`config.mk`:
```
export PLATFORM = sky130hd
export DESIGN_NAME = sgi_scale
export DESIGN_NICKNAME = d
export VERILOG_FILES = /design/src/design/sgi_pkg.sv /design/src/design/sgi_scale.sv
export SDC_FILE = /design/constraint.sdc
export NUM_CORES = 2
export LEC_CHECK = 0
export ABC_AREA = 1
export BUFFER_PORTS_ARGS = -buffer_cell sky130_fd_sc_hd__buf_4
export CAP_MARGIN = 0
export CORE_ASPECT_RATIO = 1.75
export CORE_MARGIN = 5
export CORE_UTILIZATION = 65
export CTS_CLUSTER_SIZE = 25
export DETAILED_ROUTE_END_ITERATION = 8
export PLACE_DENSITY_LB_ADDON = 0.25
export SLEW_MARGIN = 10
export SYNTH_ARGS = -nofsm -noshare
export SYNTH_HDL_FRONTEND = slang
export SYNTH_SLANG_ARGS = --single-unit
```
`constraint.sdc`:
```
create_clock -name clk -period 16.05 [get_ports clk]
set_input_delay 3.21 -clock clk [delete_from_list [all_inputs] [get_ports clk]]
set_output_delay 3.21 -clock clk [all_outputs]
set_load 0.005 [all_outputs]
```
`src/design/sgi_pkg.sv`:
```
`default_nettype none

package sgi_pkg;

  localparam int COORD_WIDTH = 16;
  // coordinate difference, one bit wider than a coordinate
  localparam int DW = COORD_WIDTH + 1;
  // product of two differences
  localparam int PW = 2 * DW;
  // cross-product denominator and numerators, signed
  localparam int NW = PW + 1;
  // magnitude of denominator and numerator after sign normalization
  localparam int MW = 2 * COORD_WIDTH + 2;
  // quotient bits: the scaled offset never exceeds the axis span
  localparam int QW = COORD_WIDTH;
  // scaled numerator na * |delta|
  localparam int NPW = MW + QW;
  // split of na for the two partial products
  localparam int LO_W = COORD_WIDTH + 2;
  localparam int HI_W = MW - LO_W;
  // cycles from the accepting edge to the edge that takes the result
  localparam int LATENCY = QW + 8;

  localparam int AX_X = 0;
  localparam int AX_Y = 1;
  localparam int AX_Z = 2;

  typedef struct packed {
    logic                          use_xz;
    logic signed [COORD_WIDTH-1:0] a_begin_x;
    logic signed [COORD_WIDTH-1:0] a_begin_y;
    logic signed [COORD_WIDTH-1:0] a_begin_z;
    logic signed [COORD_WIDTH-1:0] a_end_x;
    logic signed [COORD_WIDTH-1:0] a_end_y;
    logic signed [COORD_WIDTH-1:0] a_end_z;
    logic signed [COORD_WIDTH-1:0] b_begin_x;
    logic signed [COORD_WIDTH-1:0] b_begin_v;
    logic signed [COORD_WIDTH-1:0] b_end_x;
    logic signed [COORD_WIDTH-1:0] b_end_v;
  } sgi_in_t;

  typedef struct packed {
    logic                          hit;
    logic signed [COORD_WIDTH-1:0] pos_x;
    logic signed [COORD_WIDTH-1:0] pos_y;
    logic signed [COORD_WIDTH-1:0] pos_z;
  } sgi_out_t;

  // what travels alongside the arithmetic to the last stage
  typedef struct packed {
    logic                               hit;
    logic [2:0][COORD_WIDTH-1:0]        bgn;
    logic [2:0]                         neg;
  } sgi_side_t;

  typedef struct packed {
    sgi_side_t             side;
    logic [MW-1:0]         dn;
    logic [MW-1:0]         na;
    logic [2:0][QW-1:0]    md;
  } sgi_geo_t;

  function automatic logic signed [DW-1:0] sx(input logic signed [COORD_WIDTH-1:0] a);
    return {a[COORD_WIDTH-1], a};
  endfunction

endpackage

`default_nettype wire

```
`src/design/sgi_scale.sv`:
```
`default_nettype none

module sgi_scale (
  input  wire logic                              clk,
  input  wire logic                              rst_n,
  input  wire logic                              geo_vld,
  input  sgi_pkg::sgi_geo_t                      geo,
  output logic                                   num_vld,
  output logic [sgi_pkg::MW-1:0]                 num_dn,
  output logic [2:0][sgi_pkg::NPW-1:0]           num,
  output sgi_pkg::sgi_side_t                     num_side
);
  import sgi_pkg::*;

  logic                              va_r, vb_r;
  logic [2:0][LO_W+QW-1:0]           plo_r;
  logic [2:0][HI_W+QW-1:0]           phi_r;
  logic [MW-1:0]                     dna_r, dnb_r;
  sgi_side_t                         sidea_r, sideb_r;
  logic [2:0][NPW-1:0]               num_r;

  always_ff @(posedge clk) begin
    if (!rst_n) begin
      va_r <= 1'b0;
      vb_r <= 1'b0;
    end else begin
      va_r <= geo_vld;
      vb_r <= va_r;
    end
  end

  // partial products of na * |delta|
  always_ff @(posedge clk) begin
    for (int a = 0; a < 3; a++) begin
      plo_r[a] <= geo.na[LO_W-1:0] * geo.md[a];
      phi_r[a] <= geo.na[MW-1:LO_W] * geo.md[a];
    end
    dna_r   <= geo.dn;
    sidea_r <= geo.side;
  end

  always_ff @(posedge clk) begin
    for (int a = 0; a < 3; a++) begin
      num_r[a] <= {phi_r[a], {LO_W{1'b0}}} + NPW'(plo_r[a]);
    end
    dnb_r   <= dna_r;
    sideb_r <= sidea_r;
  end

  assign num_vld  = vb_r;
  assign num_dn   = dnb_r;
  assign num      = num_r;
  assign num_side = sideb_r;

endmodule

`default_nettype wire

```
==> summary.txt <==
GRT
  – Total gr overflow: 0
  – Largest net degree at the start of global routing: 49
  – First-pass GRT wire length: around 330,000 um
  – Vias in the first global route: 68,000
  – All-Layer GR Usage: about a third
  – Initial antenna violation count: 12

Placed design
  – PortBufs: 407
  – Hpwl dp: between 150,000 and 200,000 um
  – Routability Congestion: 0.973

Detailed routing
  – Drt pass-1 iters: 6
  – Residual DRC: 0
  – Met1 wire length: 65,200 um
  – DR top layer: met5
  – Drt initial violations: 3,507
  – Final WL: 208,000 um
  – Routed wl met2: 111,000 um
  – Post-DRT Antenna Nets: 0
  – Via density: around 5.3
  – DR WL/cell: 17.9 um
  – Met3 routed WL: 13,300 um
  – Vias: slightly above 60,000

Critical path
  – Critical path startpoint: geo[78]
  – Required @ worst endpoint: 16,580 ps
  – Slowest CP cell: fa_1
  – WP data arrival: 8820 ps
  – CP Launch Type: input port
  – R2R Path End: num[134]
  – CP Class: input port to flip-flop
  – CP Cell Sequence: buf_4, nand2_1, fa_1, fa_1, inv_1, fa_1, inv_1, fa_1, fa_1, fa_1, inv_1, ha_1, nand2_1, inv_1, nand2_1, nor3_1, nand2_1, nand2_1, xor2_1
  – Critical Path Sink Type: flip-flop
  – CP Max Fanout: 48
  – CP peak stage delay: 560 ps
  – Reg2reg setup slack: 13,680 ps
  – Worst Reg2Reg Path Length in Cells: 11
  – Worst Path Buf+Inv: 5
  – Top cell by count, worst path: fa_1
  – FF-to-FF Start: plo_r[86]
  – Family with the most delay on the worst path: adder cells

Clock tree
  – Resized Gates After CTS: 0
  – CTS clk-pin slew, worst paths: around 70 ps
  – CTS tree: built
  – Clock Path Buffers: 3
  – Worst skew pair latency: 680 ps
  – Hold_buf cts: 0
  – CTS sink count: 522
  – Post-CTS Setup Repair Bufs: 0
  – Clock buffer count from CTS: 50
  – CTS root buf: clkbuf_16
  – H-tree depth: 2

Final layout
  – Layout fillers: about 9,500
  – Layout cells sized above 1: 5.00%
  – Post-layout nets: approximately 12,000
  – Area grow syn2layout: 7.15%
  – Commonest non-fill, non-tap cell in the layout: nand2_1
  – Most frequent cells in the layout: nand2_1 (3,307), inv_1 (2,856), fa_1 (1,251)

Yosys
  – Post-synth cell types: 30
  – Synthesized instance count: 10,000
  – Register area share after synthesis: 14.1%
  – Mapped cell area: 74,000 sq um
  – Mean cell area of the mapped netlist: between 7 and 8 sq um
  – Yosys reg bits: ~520
  – Syn_nets: 12,100
  – Synth warn: 0

Min path
  – Worst hold start: sidea_r[48]
  – WHS Path Cells: 0
  – Hold crit path type: flip-flop to flip-flop
  – Hold worst-path end: num_side[48]

STA
  – Worst Skew: 47.7 ps
  – Worst rel slew slack: 43.9%
  – Final setup TNS: 0 ps
  – Unrepaired setup endpoints after global routing: false
  – Final Max Slew Viols: 0
  – Fmax: 121 MHz
  – Crit share post-route: between 50% and 60%
  – Final setup viols: 0
  – Post-layout minimum cycle time: 8300 ps
  – Worst-margin pin slew: 842 ps
  – Count of final hold-check violations: 0

Die
  – Die Y-Extent: 457 um
  – Area of the core: 113,000 sq um
  – IO Pins: 408
  – Area of the die: 121,000 sq um
  – Core Rows: approximately 160
  – Starting Density: 65.5%
  – Die W: 265 um

Run
  – Maxcap violations: 0

Outcome
  – Outcome: completed
-- worst max-delay path by stage --
stage / to / slack (ps) / depth (start not counted)
floorplan: phi_r[63] / 7880 / 23
global placement: phi_r[81] / 7140 / 19
detailed placement: phi_r[81] / 7080 / 19
CTS: phi_r[81] / 7780 / 19
global route: phi_r[81] / 7520 / 19
finish: phi_r[81] / 7750 / 19
-- worst register-to-register path, cell delays in order (launching register included) --
cell and delay, ps:
dfxtp_1 410, ha_1 340, inv_1 90, fa_1 430, inv_1 110, nand3_1 70
nand3_1 150, nand2_1 70, nand2_1 110, nand2_1 70, nand2_1 140, xor2_1 270
-- cells in the mapped netlist --
cell type,n,area share [%]
a21o_1,3,0.030
a21oi_1,138,0.93
and2_1,6,0.051
buf_1,56,0.28
clkbuf_1,306,1.6
dfxtp_1,522,14
fa_1,1251,34
ha_1,678,11
inv_1,2856,14
inv_2,5,0.025
nand2_1,3307,17
nand2_2,3,0.025
nand2b_1,3,0.025
nand3_1,251,1.7
nand3_2,2,0.027
nand3b_1,2,0.020
nand4_1,39,0.33
nor2_1,317,1.6
nor2_2,2,0.017
nor3_1,66,0.45
nor3_2,5,0.068
nor3_4,1,0.022
nor3b_1,3,0.030
nor4_1,2,0.017
o21a_1,2,0.020
o21ai_0,20,0.14
o21bai_1,18,0.18
or2_1,2,0.017
xnor2_1,15,0.18
xor2_1,138,1.6
-- cell families after synthesis --
family | count (synthesis) | synth area share, %
buffers and inverters | 3223 | 16.3
XOR/XNOR | 153 | 1.81
flip-flops | 522 | 14.1
AND/OR/NAND/NOR | 4011 | 21.2
AO/OA/AOI/OAI | 181 | 1.30
adder cells (fa/ha/maj) | 1929 | 45.3
-- metal layers --
layer | track usage, % | vias up
met5 | 0 | -
met4 | 24.6 | 4
met3 | 4.47 | 1002
met2 | 66.0 | 2619
met1 | 34.0 | 29500
li1 | - | 28500
-- stage by stage --
stage                     instances  setup slack, ps  area, sq um  hold WS [ps]  utilization (%)
after CTS                     11600             7780        79300           324             70.2
after global placement        11600             7140        77600           310             68.7
final                         11700             7750        79300           322             70.2
after global routing          11600             7520        79300           332             70.2
after floorplan               10000             7880        74000           310                -
after detailed placement      11600             7080        77600           312             68.7
-- sequential cells by signal, indices dropped and copies added (netlist names), 34 cells and up --
register  cells
num         150
sidea_r      52
num_side     52
num_dn       34
dna_r        34
plo_r       102
phi_r        96
-- final cells by class --
class | count | area, sq um | area share, %
antenna | 9 | 22.5 | 0.0284
clock buffer | 61 | 1310 | 1.65
clock inverter | 28 | 383 | 0.483
inverter | 2861 | 10700 | 13.5
multi-input combinational | 6274 | 51500 | 64.9
sequential | 522 | 10500 | 13.2
tap | 1485 | 1860 | 2.34
timing repair buffer | 410 | 3080 | 3.88
Power is left out: the tool's default activity adds up to more than one toggle a clock period on the data nets, which glitch-free logic cannot reach.
